===== src/design/poi_pkg.sv =====
// shared types, codes and constants of the planar odometry integrator
// no dependencies
package poi_pkg;

    // item kinds carried on s_tuser
    typedef enum logic [1:0] {
        CMD_YAW   = 2'd0,
        CMD_SPEED = 2'd1,
        CMD_TICK  = 2'd2
    } cmd_code_t;

    // sequencer states
    typedef enum logic [3:0] {
        ST_IDLE,
        ST_REDUCE,
        ST_ROTATE,
        ST_FIX,
        ST_MUL_CC,
        ST_MUL_SS,
        ST_MUL_SC,
        ST_MUL_ST,
        ST_MUL_DX,
        ST_MUL_DY,
        ST_FINISH
    } state_t;

    // operand pairs of the shared multiplier
    typedef enum logic [2:0] {
        MUL_CC,
        MUL_SS,
        MUL_SC,
        MUL_ST,
        MUL_DX,
        MUL_DY
    } mul_sel_t;

    // controller to datapath commands
    typedef struct packed {
        logic     take;
        logic     reduce;
        logic     rotate;
        logic     fix;
        logic     mul_en;
        mul_sel_t mul_sel;
        logic     cap_cc;
        logic     cap_cf;
        logic     cap_sf;
        logic     cap_st;
        logic     upd_x;
        logic     finish;
    } ctl_cmd_t;

    // datapath to controller status
    typedef struct packed {
        logic cordic_last;
        logic out_free;
    } ctl_stat_t;

    localparam int SAMPLE_W     = 16;
    localparam int TSTEP_W      = 16;
    localparam int ANG_W        = 34;
    localparam int CRD_W        = 34;
    localparam int TRIG_W       = 32;
    localparam int PROD_W       = 64;
    localparam int OUT_W        = 112;
    localparam int ATAN_IDX_W   = 5;

    localparam logic [TSTEP_W-1:0] TSTEP_RESET = 16'd6554;

    // angles in q28 radians
    localparam logic signed [ANG_W-1:0] ANG_PI      = 34'sd843314857;
    localparam logic signed [ANG_W-1:0] ANG_TWO_PI  = 34'sd1686629713;
    localparam logic signed [ANG_W-1:0] ANG_HALF_PI = 34'sd421657428;

    // converged cordic gain and unity, q30
    localparam logic signed [CRD_W-1:0]  GAIN_Q30 = 34'sd652032874;
    localparam logic signed [PROD_W-1:0] ONE_Q30  = 64'sd1073741824;

    // arctangent of 2^-i in q28
    function automatic logic signed [ANG_W-1:0] atan_q28(input logic [ATAN_IDX_W-1:0] idx);
        logic signed [ANG_W-1:0] v;
        case (idx)
            5'd0:    v = 34'sd210828714;
            5'd1:    v = 34'sd124459457;
            5'd2:    v = 34'sd65760959;
            5'd3:    v = 34'sd33381290;
            5'd4:    v = 34'sd16755422;
            5'd5:    v = 34'sd8385879;
            5'd6:    v = 34'sd4193963;
            5'd7:    v = 34'sd2097109;
            5'd8:    v = 34'sd1048571;
            5'd9:    v = 34'sd524287;
            5'd10:   v = 34'sd262144;
            5'd11:   v = 34'sd131072;
            5'd12:   v = 34'sd65536;
            5'd13:   v = 34'sd32768;
            5'd14:   v = 34'sd16384;
            5'd15:   v = 34'sd8192;
            5'd16:   v = 34'sd4096;
            5'd17:   v = 34'sd2048;
            5'd18:   v = 34'sd1024;
            5'd19:   v = 34'sd512;
            5'd20:   v = 34'sd256;
            5'd21:   v = 34'sd128;
            5'd22:   v = 34'sd64;
            5'd23:   v = 34'sd32;
            default: v = '0;
        endcase
        return v;
    endfunction

endpackage


===== src/design/poi_ctrl.sv =====
// sequencer of the planar odometry integrator
// depends on poi_pkg; drives poi_dpath through ctl_cmd_t
module poi_ctrl
    import poi_pkg::*;
(
    input  logic        aclk,
    input  logic        aresetn,
    input  logic        s_tvalid,
    input  logic [1:0]  s_tuser,
    output logic        s_tready,
    input  ctl_stat_t   stat,
    output ctl_cmd_t    cmd
);

    state_t state_reg;
    state_t state_next;

    // state register
    always_ff @(posedge aclk) begin
        if (!aresetn) begin
            state_reg <= ST_IDLE;
        end else begin
            state_reg <= state_next;
        end
    end

    // next state and commands
    always_comb begin
        state_next = state_reg;
        cmd        = '0;
        s_tready   = 1'b0;
        case (state_reg)
            ST_IDLE: begin
                s_tready = 1'b1;
                cmd.take = s_tvalid;
                if (s_tvalid && s_tuser == CMD_TICK) begin
                    state_next = ST_REDUCE;
                end
            end
            ST_REDUCE: begin
                cmd.reduce = 1'b1;
                state_next = ST_ROTATE;
            end
            ST_ROTATE: begin
                cmd.rotate = 1'b1;
                if (stat.cordic_last) begin
                    state_next = ST_FIX;
                end
            end
            ST_FIX: begin
                cmd.fix    = 1'b1;
                state_next = ST_MUL_CC;
            end
            ST_MUL_CC: begin
                cmd.mul_en  = 1'b1;
                cmd.mul_sel = MUL_CC;
                state_next  = ST_MUL_SS;
            end
            ST_MUL_SS: begin
                cmd.mul_en  = 1'b1;
                cmd.mul_sel = MUL_SS;
                cmd.cap_cc  = 1'b1;
                state_next  = ST_MUL_SC;
            end
            ST_MUL_SC: begin
                cmd.mul_en  = 1'b1;
                cmd.mul_sel = MUL_SC;
                cmd.cap_cf  = 1'b1;
                state_next  = ST_MUL_ST;
            end
            ST_MUL_ST: begin
                cmd.mul_en  = 1'b1;
                cmd.mul_sel = MUL_ST;
                cmd.cap_sf  = 1'b1;
                state_next  = ST_MUL_DX;
            end
            ST_MUL_DX: begin
                cmd.mul_en  = 1'b1;
                cmd.mul_sel = MUL_DX;
                cmd.cap_st  = 1'b1;
                state_next  = ST_MUL_DY;
            end
            ST_MUL_DY: begin
                cmd.mul_en  = 1'b1;
                cmd.mul_sel = MUL_DY;
                cmd.upd_x   = 1'b1;
                state_next  = ST_FINISH;
            end
            ST_FINISH: begin
                // wait for the output register to free up
                if (stat.out_free) begin
                    cmd.finish = 1'b1;
                    state_next = ST_IDLE;
                end
            end
            default: begin
                state_next = ST_IDLE;
            end
        endcase
    end

endmodule


===== src/design/poi_dpath.sv =====
// datapath of the planar odometry integrator: state, cordic, multiplier, output register
// depends on poi_pkg; sequenced by poi_ctrl
module poi_dpath
    import poi_pkg::*;
#(
    parameter int CORDIC_STEPS   = 16,
    parameter int POSITION_WIDTH = 32
) (
    input  logic                aclk,
    input  logic                aresetn,
    input  ctl_cmd_t            cmd,
    output ctl_stat_t           stat,
    input  logic [SAMPLE_W-1:0] sample,
    input  logic [1:0]          kind,
    input  logic                cfg_wr_en,
    input  logic [TSTEP_W-1:0]  cfg_wr_data,
    input  logic                m_tready,
    output logic                m_tvalid,
    output logic [OUT_W-1:0]    m_tdata
);

    localparam int CW = (CORDIC_STEPS > 1) ? $clog2(CORDIC_STEPS) : 1;
    localparam int DW = 26;
    localparam int SW = ((POSITION_WIDTH > DW) ? POSITION_WIDTH : DW) + 1;
    localparam logic signed [SW-1:0] ACC_MAX =
        SW'((64'sd1 <<< (POSITION_WIDTH - 1)) - 64'sd1);
    localparam logic signed [SW-1:0] ACC_MIN = ~ACC_MAX;

    // architectural state
    logic [TSTEP_W-1:0]              time_step_reg;
    logic [SAMPLE_W-1:0]             ref_reg;
    logic signed [SAMPLE_W:0]        rel_reg;
    logic signed [SAMPLE_W-1:0]      speed_reg;
    logic signed [POSITION_WIDTH-1:0] acc_x_reg;
    logic signed [POSITION_WIDTH-1:0] acc_y_reg;

    // working registers
    logic signed [ANG_W-1:0]  ang_reg;
    logic signed [CRD_W-1:0]  x_reg;
    logic signed [CRD_W-1:0]  y_reg;
    logic                     neg_reg;
    logic [CW-1:0]            iter_reg;
    logic signed [TRIG_W-1:0] c_reg;
    logic signed [TRIG_W-1:0] s_reg;
    logic signed [PROD_W-1:0] prod_reg;
    logic signed [PROD_W-1:0] cc_reg;
    logic signed [TRIG_W-1:0] cf_reg;
    logic signed [TRIG_W-1:0] sf_reg;
    logic signed [TRIG_W-1:0] st_reg;

    // output register
    logic                     out_valid_reg;
    logic [OUT_W-1:0]         out_data_reg;

    logic signed [SAMPLE_W-1:0] smp;
    assign smp = signed'(sample);

    // unity-clamped q30 from a shifted product
    function automatic logic signed [TRIG_W-1:0] clamp_q30(input logic signed [PROD_W-1:0] v);
        logic signed [PROD_W-1:0] r;
        r = v;
        if (v > ONE_Q30) begin
            r = ONE_Q30;
        end else if (v < -ONE_Q30) begin
            r = -ONE_Q30;
        end
        return TRIG_W'(r);
    endfunction

    // round q54 step to q16 and add with saturation
    function automatic logic signed [POSITION_WIDTH-1:0] sat_add(
        input logic signed [POSITION_WIDTH-1:0] acc,
        input logic signed [PROD_W-1:0]         p
    );
        logic signed [PROD_W-1:0] r;
        logic signed [DW-1:0]     d;
        logic signed [SW-1:0]     sum;
        r   = (p + (64'sd1 <<< 37)) >>> 38;
        d   = signed'(r[DW-1:0]);
        sum = SW'(acc) + SW'(d);
        if (sum > ACC_MAX) begin
            sum = ACC_MAX;
        end else if (sum < ACC_MIN) begin
            sum = ACC_MIN;
        end
        return POSITION_WIDTH'(sum);
    endfunction

    // q30 to q14 with round half up and clamp
    function automatic logic [15:0] to_q14(input logic signed [TRIG_W-1:0] v);
        logic signed [TRIG_W:0]   t;
        logic signed [TRIG_W-16:0] q;
        t = (TRIG_W+1)'(v) + 33'sd32768;
        q = (TRIG_W-15)'(t >>> 16);
        if (q > 17'sd16384) begin
            q = 17'sd16384;
        end else if (q < -17'sd16384) begin
            q = -17'sd16384;
        end
        return q[15:0];
    endfunction

    // range reduction into [-pi/2, pi/2]
    logic signed [ANG_W-1:0] red_a0;
    logic signed [ANG_W-1:0] red_a1;
    logic signed [ANG_W-1:0] red_a2;
    logic                    red_neg;

    always_comb begin
        red_a0  = ANG_W'(rel_reg) <<< 15;
        red_a1  = red_a0;
        if (red_a0 > ANG_PI) begin
            red_a1 = red_a0 - ANG_TWO_PI;
        end else if (red_a0 < -ANG_PI) begin
            red_a1 = red_a0 + ANG_TWO_PI;
        end
        red_a2  = red_a1;
        red_neg = 1'b0;
        if (red_a1 > ANG_HALF_PI) begin
            red_a2  = red_a1 - ANG_PI;
            red_neg = 1'b1;
        end else if (red_a1 < -ANG_HALF_PI) begin
            red_a2  = red_a1 + ANG_PI;
            red_neg = 1'b1;
        end
    end

    // one cordic rotation step
    logic signed [CRD_W-1:0] rot_xs;
    logic signed [CRD_W-1:0] rot_ys;
    logic signed [ANG_W-1:0] rot_at;

    assign rot_xs = x_reg >>> iter_reg;
    assign rot_ys = y_reg >>> iter_reg;
    assign rot_at = atan_q28(ATAN_IDX_W'(iter_reg));

    // shared multiplier operand select
    logic signed [TRIG_W-1:0] mul_a;
    logic signed [TRIG_W-1:0] mul_b;
    logic signed [PROD_W-1:0] mul_p;

    always_comb begin
        case (cmd.mul_sel)
            MUL_CC: begin
                mul_a = c_reg;
                mul_b = c_reg;
            end
            MUL_SS: begin
                mul_a = s_reg;
                mul_b = s_reg;
            end
            MUL_SC: begin
                mul_a = s_reg;
                mul_b = c_reg;
            end
            MUL_ST: begin
                mul_a = TRIG_W'(speed_reg);
                mul_b = signed'(TRIG_W'(time_step_reg));
            end
            MUL_DX: begin
                mul_a = signed'(prod_reg[TRIG_W-1:0]);
                mul_b = cf_reg;
            end
            MUL_DY: begin
                mul_a = st_reg;
                mul_b = sf_reg;
            end
            default: begin
                mul_a = '0;
                mul_b = '0;
            end
        endcase
    end

    assign mul_p = mul_a * mul_b;

    // new y position and sign-extended views of the accumulators
    logic signed [POSITION_WIDTH-1:0] acc_y_next;
    logic signed [63:0]               acc_x_ext;
    logic signed [63:0]               acc_y_ext;

    assign acc_y_next = sat_add(acc_y_reg, prod_reg);
    assign acc_x_ext  = 64'(acc_x_reg);
    assign acc_y_ext  = 64'(acc_y_next);

    // configuration and architectural state
    always_ff @(posedge aclk) begin
        if (!aresetn) begin
            time_step_reg <= TSTEP_RESET;
            ref_reg       <= '0;
            rel_reg       <= '0;
            speed_reg     <= '0;
            acc_x_reg     <= '0;
            acc_y_reg     <= '0;
        end else begin
            if (cfg_wr_en) begin
                time_step_reg <= cfg_wr_data;
            end
            if (cmd.take) begin
                case (kind)
                    CMD_YAW: begin
                        if (ref_reg == '0) begin
                            ref_reg <= sample;
                            rel_reg <= '0;
                        end else begin
                            rel_reg <= (SAMPLE_W+1)'(smp)
                                     - (SAMPLE_W+1)'(signed'(ref_reg));
                        end
                    end
                    CMD_SPEED: begin
                        speed_reg <= smp;
                    end
                    default: begin
                    end
                endcase
            end
            if (cmd.upd_x) begin
                acc_x_reg <= sat_add(acc_x_reg, prod_reg);
            end
            if (cmd.finish) begin
                acc_y_reg <= acc_y_next;
            end
        end
    end

    // cordic, multiplier and trig working registers
    always_ff @(posedge aclk) begin
        if (cmd.reduce) begin
            ang_reg  <= red_a2;
            neg_reg  <= red_neg;
            x_reg    <= GAIN_Q30;
            y_reg    <= '0;
        end else if (cmd.rotate) begin
            if (!ang_reg[ANG_W-1]) begin
                x_reg   <= x_reg - rot_ys;
                y_reg   <= y_reg + rot_xs;
                ang_reg <= ang_reg - rot_at;
            end else begin
                x_reg   <= x_reg + rot_ys;
                y_reg   <= y_reg - rot_xs;
                ang_reg <= ang_reg + rot_at;
            end
        end
        if (cmd.fix) begin
            c_reg <= neg_reg ? TRIG_W'(-x_reg) : TRIG_W'(x_reg);
            s_reg <= neg_reg ? TRIG_W'(-y_reg) : TRIG_W'(y_reg);
        end
        if (cmd.mul_en) begin
            prod_reg <= mul_p;
        end
        if (cmd.cap_cc) begin
            cc_reg <= prod_reg;
        end
        if (cmd.cap_cf) begin
            cf_reg <= clamp_q30((cc_reg - prod_reg) >>> 30);
        end
        if (cmd.cap_sf) begin
            sf_reg <= clamp_q30(prod_reg >>> 29);
        end
        if (cmd.cap_st) begin
            st_reg <= signed'(prod_reg[TRIG_W-1:0]);
        end
        if (cmd.finish) begin
            out_data_reg <= {speed_reg, to_q14(c_reg), to_q14(s_reg),
                             acc_y_ext[31:0], acc_x_ext[31:0]};
        end
    end

    // rotation step counter
    always_ff @(posedge aclk) begin
        if (!aresetn) begin
            iter_reg <= '0;
        end else if (cmd.reduce) begin
            iter_reg <= '0;
        end else if (cmd.rotate) begin
            iter_reg <= iter_reg + CW'(1);
        end
    end

    // output valid
    always_ff @(posedge aclk) begin
        if (!aresetn) begin
            out_valid_reg <= 1'b0;
        end else if (cmd.finish) begin
            out_valid_reg <= 1'b1;
        end else if (m_tready) begin
            out_valid_reg <= 1'b0;
        end
    end

    assign stat.cordic_last = (iter_reg == CW'(CORDIC_STEPS - 1));
    assign stat.out_free    = !out_valid_reg || m_tready;
    assign m_tvalid         = out_valid_reg;
    assign m_tdata          = out_data_reg;

endmodule


===== src/design/planar_odometry_integrator.sv =====
// top level of the planar odometry integrator
// depends on poi_pkg, poi_ctrl and poi_dpath
//
// usage:
//   s_ channel: one transaction per item; s_tuser is the item kind (yaw sample,
//   speed sample, update tick), s_tdata the sample. yaw and speed samples are
//   taken while idle and give no result. a tick runs range reduction, a
//   CORDIC_STEPS-iteration cordic, and six products on one shared 32x32
//   multiplier, then loads one result into the output register.
//   while a tick is worked, s_tready stays low and no further item is taken;
//   the next item is taken after the result is loaded into the output register.
//   m_ channel: result held in an output register; while it waits for m_tready
//   the block takes further samples, and a following tick holds in its last
//   step until the register frees.
//   cfg_wr_en / cfg_wr_data write time_step at any edge.
//   reset (aresetn low, synchronous) clears heading, speed and position,
//   sets time_step to 0.1 s and drops m_tvalid.
module planar_odometry_integrator
    import poi_pkg::*;
#(
    parameter int CORDIC_STEPS   = 16,
    parameter int POSITION_WIDTH = 32
) (
    input  logic                aclk,
    input  logic                aresetn,
    // input channel
    input  logic                s_tvalid,
    output logic                s_tready,
    input  logic [15:0]         s_tdata,   // [15:0] sample_value
    input  logic [1:0]          s_tuser,   // [1:0] command
    // result channel
    output logic                m_tvalid,
    input  logic                m_tready,
    output logic [111:0]        m_tdata,   // [31:0] position_x, [63:32] position_y,
                                           // [79:64] orientation_z,
                                           // [95:80] orientation_w,
                                           // [111:96] linear_speed
    // configuration
    input  logic                cfg_wr_en,
    input  logic [15:0]         cfg_wr_data
);

    ctl_cmd_t  cmd;
    ctl_stat_t stat;

    // sequencer
    poi_ctrl u_ctrl (
        .aclk     (aclk),
        .aresetn  (aresetn),
        .s_tvalid (s_tvalid),
        .s_tuser  (s_tuser),
        .s_tready (s_tready),
        .stat     (stat),
        .cmd      (cmd)
    );

    // datapath
    poi_dpath #(
        .CORDIC_STEPS   (CORDIC_STEPS),
        .POSITION_WIDTH (POSITION_WIDTH)
    ) u_dpath (
        .aclk        (aclk),
        .aresetn     (aresetn),
        .cmd         (cmd),
        .stat        (stat),
        .sample      (s_tdata),
        .kind        (s_tuser),
        .cfg_wr_en   (cfg_wr_en),
        .cfg_wr_data (cfg_wr_data),
        .m_tready    (m_tready),
        .m_tvalid    (m_tvalid),
        .m_tdata     (m_tdata)
    );

endmodule


===== config.mk =====
export PLATFORM = sky130hd
export DESIGN_NAME = planar_odometry_integrator
export DESIGN_NICKNAME = d
export VERILOG_FILES = /design/src/design/poi_pkg.sv /design/src/design/poi_ctrl.sv /design/src/design/poi_dpath.sv /design/src/design/planar_odometry_integrator.sv
export SDC_FILE = /design/constraint.sdc
export NUM_CORES = 2
export LEC_CHECK = 0
export ABC_AREA = 1
export BUFFER_PORTS_ARGS = -buffer_cell sky130_fd_sc_hd__buf_2
export CAP_MARGIN = 20
export CORE_UTILIZATION = 40
export CTS_BUF_LIST = sky130_fd_sc_hd__clkbuf_16
export DETAILED_ROUTE_END_ITERATION = 8
export SLEW_MARGIN = 20
export SYNTH_ARGS = -nofsm -noshare
export SYNTH_HDL_FRONTEND = slang
export SYNTH_SLANG_ARGS = --single-unit

===== constraint.sdc =====
create_clock -name aclk -period 17.3 [get_ports aclk]
set_clock_uncertainty 0.15 [all_clocks]
set_input_delay 3.46 -clock aclk [delete_from_list [all_inputs] [get_ports aclk]]
set_output_delay 3.46 -clock aclk [all_outputs]
set_load 0.005 [all_outputs]

== Yosys cells after proc, flatten, opt, wreduce, memory -nomap -nowiden ==
Memories as Yosys holds them, arrays and structs flattened. A register that Yosys moved wholly into a read port is not among the register bits.
Cells that the tools add are included.

* Bits in registers: 641
* Input bits: 39
* Memory bits (read-only): 448
* Memories kept: 1

* Multiplexer cells: 44
* Reductions and logical operators: 20
* Magnitude comparators: 16
* $mul: 1
* $add $sub $neg: 20
* Bitwise operators: 1
* Shift-type cells: 2
* Equal/unequal tests: 21

{| class="wikitable"
|+ Memory list
! name !! depth !! bits a word !! rd ports !! clocked after memory_dff !! write ports !! RTL line !! RTL
|-
| (no name shown) || 16 || 28 || 1 || 1 || 0 || poi_pkg.sv:82 || <nowiki>case (idx)</nowiki>
|}

{| class="wikitable"
|+ Operators by type and width
! operator !! count
|-
| $pmux W32 S5 || 2
|-
| $mux W34 || 9
|-
| $mux W32 || 8
|-
| $add A34 B34 Y34 || 3
|-
| $sub A34 B34 Y34 || 3
|-
| $sshr A34 B4 Y34 || 2
|-
| $add A32 B17 Y33 const B || 2
|-
| $add A32 B26 Y33 || 2
|-
| $gt A33 B32 Y1 const B || 2
|-
| $lt A33 B32 Y1 const B || 2
|-
| $add A64 B39 Y64 const B || 1
|-
| $mul A32 B32 Y64 || 1
|-
| $neg A32 Y32 || 2
|-
| $sub A64 B64 Y64 || 1
|-
| $pmux W4 S11 || 1
|-
| $gt A35 B32 Y1 const B || 1
|-
| $lt A35 B31 Y1 const B || 1
|-
| $add A34 B31 Y34 const B || 1
|-
| $gt A17 B16 Y1 const B || 2
|-
| $gt A34 B30 Y1 const B || 1
|-
| $gt A34 B32 Y1 const B || 1
|-
| $lt A17 B15 Y1 const B || 2
|-
| $lt A34 B30 Y1 const B || 1
|-
| $lt A34 B31 Y1 const B || 1
|-
| 35 further kinds || 73
|}

== Depth between registers and ports, before layout ==
* Word-level depth: 7
* Depth in mapped cells: 43
* Depth with buffers taken out: 42

== Cells and area by module ==
Synthesis repeated with hierarchy kept, for this count alone.

* Cell total of the unflattened synthesis: 11110
* Area, all modules: 84946.5 um^2

{| class="wikitable"
|+ Modules (own cells, without submodules)
! module !! seq. area each (um^2) !! area an instance (um^2) !! instances !! cells each
|-
| poi_dpath || 17646.9 || 84619.9 || 1 || 11053
|-
| poi_ctrl || 80.1 || 326.6 || 1 || 57
|}

== Worst setup path before layout ==
Ideal clock, no wire load.

* Path kind: flip-flop to flip-flop
* From: register u_ctrl.state_reg[2]
* To: register u_dpath.prod_reg[60] (data pin)
* Setup slack: 7398 ps
* Setup time: 252 ps
* Path buffers: 1
* Required time: 16898 ps
* Cell stages (with the launch flop): 35
* Arrival: 9500 ps
* Path through: dfxtp_1 > inv_2 > nor2_1 > inv_2 > nor2_1 > clkbuf_1 > nand2_1 > nand2_1 > inv_1 > nor2_1 > fa_1 > inv_1 > fa_1 > inv_1 > fa_1 > fa_1 > inv_1 > fa_1 > inv_1 > fa_1 > inv_1 > fa_1 > inv_1 > fa_1 > ha_1 > a21oi_1 > inv_1 > a21oi_1 > o21ai_0 > nand3_1 > nand2_1 > a221oi_1 > nand2_1 > nand2_1 > nand2_1

* Cells in the longest elaborated chain, start to end: 6

{| class="wikitable"
|+ RTL lines
! what !! RTL line !! RTL
|-
| start, declared || poi_ctrl.sv:15 || <nowiki>state_t state_reg;</nowiki>
|-
| start signal, assigned || poi_ctrl.sv:23 || <nowiki>state_reg <= state_next;</nowiki>
|-
| $eq A4 B4 Y1 or $eq A4 B3 Y1 (tied branches) || poi_ctrl.sv:32 || <nowiki>case (state_reg)</nowiki>
|-
| $pmux W4 S6 * || poi_ctrl.sv:32 ||
|-
| $eq A3 B1 Y1 (tied with other cells) || poi_dpath.sv:143 || <nowiki>case (cmd.mul_sel)</nowiki>
|-
| $reduce_or A2 Y1 (no line) || n/a ||
|-
| $pmux W32 S5 || poi_dpath.sv:143 ||
|-
| $mul A32 B32 Y64 * || poi_dpath.sv:175 || <nowiki>assign mul_p = mul_a * mul_b;</nowiki>
|-
| named net u_dpath.mul_p[60] || poi_dpath.sv:140 || <nowiki>logic signed [PROD_W-1:0] mul_p;</nowiki>
|-
| end signal, assigned || poi_dpath.sv:249 || <nowiki>prod_reg <= mul_p;</nowiki>
|-
| end, declared || poi_dpath.sv:45 || <nowiki>logic signed [PROD_W-1:0] prod_reg;</nowiki>
|}

Mark *: on every way through the listed nets, which the timed path passes. The rest lies on a longest branch.
A chain may end at the register's enable or synchronous reset.

== Worst setup path in the final report ==
* From: register u_ctrl.state_reg[0]
* To: register u_dpath.prod_reg[62] (data pin)

The elaborated chain is that of the path after synthesis.

==> reports/qor.yml <==
vias: 74500
finalSetupTns_ns: 0
max_cap_violations: 0
period_share_pct: 72.5
finalHoldViolCount: 0
fin_nets: 12500
clk_path_buf_depth: 3
tightest_slew_ns: 1.23
vias_per_cell: 5.42
slowest_stage: "inv_1"
portBuffers: 152
mostFrequentLayoutCell: "nand2_1"
clkTransAtPathRegs_ns: 0.06
crit_fanout: 56
synth-seq-area-share_pct: 21.0
antenna_found_initial: 8
crit_required_ns: 17.61
drive_gt1_share_pct: 5.09
rsz0062_at_grt: "false"
ant_nets: 0
hold-worst-slack_ns: 0.307
r2r_cells: 31
max_freq_mhz: 79.7
utilization_pct: 43.4
p_per_area_nw_per_um2: 142
async_reset_ff_share_pct: 0
wl_per_cell_um: 23.2
crit_top_cell: "fa_1"
largest_reg_flops: 112
cts_made_buffers: 79
dp.final_hpwl_mm: 261
regToRegSetupSlack_ns: 4.76
max_stage_delay_ns: 0.80
grt_pass1_wl_mm: 475
cts-resized-gates: 0
cts_tree: "done"
leakagePower_nw: 43.6
die_h_um: 461
postCtsSetupRepairBufs: 0
place_congestion: 1.01
layout_common_cells: "2190 x nand2_1, 2054 x inv_1, 1334 x nor2_1, 1088 x fa_1, 554 x a21oi_1"
outcome: "finished, final reports clean"
syn_area_per_cell_um2: 7.74
critical_path_class: "flop to flop"
grt-ovfl-total: 0
synth_area_um2: 84400
r2r-start: "u_ctrl.state_reg[0]$_SDFFE_PN0P_"
yosysWarnings: 0
cp-startpoint: "u_ctrl.state_reg[0]$_SDFFE_PN0P_"
setup_violations: 0
grt_usage_pct: 29.9
worstHoldEndpoint: "u_dpath.time_step_reg[15]$_SDFFE_PN0P_"
regArea_um2: 17700
ys_ff_latch: 668
r2r-end: "u_dpath.prod_reg[62]$_DFFE_PN_"
critPathCaptureType: "flop"
multi_input_comb_area_um2: 57700
stdcell_area_um2: 91100
dr.pass1.iters: 6
area_delta_synth_final_pct: 7.90
finalWirelength_mm: 319
hp-start: "u_dpath.time_step_reg[15]$_SDFFE_PN0P_"
io-pin-count: 153
synthesis.nets: 12500
drc: 0
grt_start_max_net_pins: 92
die_x_um: 461
slew_headroom_pct: 17.2
core_um2: 210000
numClockSinks: 668
yosysUniqueCellTypes: 67
grt_pass1_vias: 74400
initial_core_util_pct: 40.3
fin_crit_ns: 12.54
final-max-slew-violation-count: 0
cp.arrival_ns: 12.85
clkLatencyLatePin_ns: 0.74
fill_cells: 21400
die-area_um2: 213000
htreeDepth: 3
start_kind: "flop"
place_area_um2: 88400
cts-root-buf: "clkbuf_16"
num_rows: 168
hold_path_class: "flop to flop"
ir_drop_mv: 0.182
ctsHoldBuffers: 0
drtIter0Drc: 7541
synth_edf_count: 435
min_path_cells: 2
synth_ff_type: "edfxtp_1"
syn_inst: 10900
kinds of logic (layout without fill, tap and decap cells):
family	after synthesis	in the layout	synth area share, %
DFF	668	668	21.0
and+or+nand+nor	4340	4340	21.2
buffers and inverters	2448	2504	11.1
AOI/OAI and AO/OA	1505	1505	10.1
adders and majority gates	1534	1534	32.4
muxes	4	4	0.0474
xor gates and xnor gates	398	398	4.13
other	0	2	0
worst max path at each step:
stage	endpoint	cells after the start
finish	u_dpath.prod_reg[62]$_DFFE_PN_	31
global route	u_dpath.prod_reg[62]$_DFFE_PN_	31
CTS	u_dpath.prod_reg[62]$_DFFE_PN_	31
detailed placement	u_dpath.prod_reg[62]$_DFFE_PN_	31
global placement	u_dpath.prod_reg[62]$_DFFE_PN_	31
floorplan	u_dpath.prod_reg[60]$_DFFE_PN_	34
Yosys cell counts, types with 63 or more instances:
master | number | area, um2
dfxtp_1 | 233 | 4660
a21oi_1 | 559 | 2800
nand2_1 | 2193 | 8230
nand4_1 | 87 | 544
inv_1 | 2046 | 7680
fa_1 | 1088 | 21800
clkbuf_1 | 264 | 991
nand3_1 | 413 | 2070
o21a_1 | 73 | 548
nor3_1 | 127 | 636
o21ai_0 | 479 | 2400
xnor2_1 | 98 | 858
edfxtp_1 | 435 | 13100
ha_1 | 446 | 5580
buf_2 | 63 | 315
nor2_1 | 1342 | 5040
xor2_1 | 300 | 2630
power breakdown:
part           switching, mW  internal, mW  total [mW]  leakage, nW
clock                  0.773         0.977        1.75         1.33
sequential             0.151          2.12        2.27         5.84
combinational           5.83          3.04        8.87         36.4
critical path: cells and delay by family (launching register included):
kind,cells,cell delay (ns)
xor+xnor,1,0.06
flops,1,0.41
buf+inv,6,2.33
fa+ha+maj,9,4.69
compound gates,3,0.93
simple gates,12,3.66
metal layers:
| metal | part of all wire (%) | wire (um) | up-vias | global-route usage [%] |
|---|---|---|---|---|
| met1 | 43 | 136000 | 36900 | 41.0 |
| met2 | 45 | 143000 | 2981 | 47.1 |
| met5 | 0.015 | 49 | - | 0 |
| met4 | 4.3 | 13800 | 8 | 10.7 |
| met3 | 8.0 | 25500 | 517 | 5.35 |
| li1 | - | - | 34100 | - |
per-stage QoR:
| stage | setup slack [ns] | cells | power (mW) |
|---|---|---|---|
| finish | 4.76 | 13800 | 12.9 |
| global route | 4.42 | 13800 | 13.9 |
| CTS | 5.06 | 13800 | 12.8 |
| detailed placement | 5.09 | 13600 | 11.0 |
| global placement | 5.22 | 13600 | 11.0 |
| floorplan | 7.40 | 10900 | 8.34 |
layout make-up:
cell class,count,share of cell area (%)
Multi-Input combinational cell,7781,63.3
Antenna cell,2,0.00550
Inverter,2090,8.62
Sequential cell,668,19.5
Timing Repair Buffer,269,1.80
Clock buffer,82,2.25
Tap cell,2805,3.85
Clock inverter,63,0.653
No activity file was read; power rests on OpenSTA's default activity.
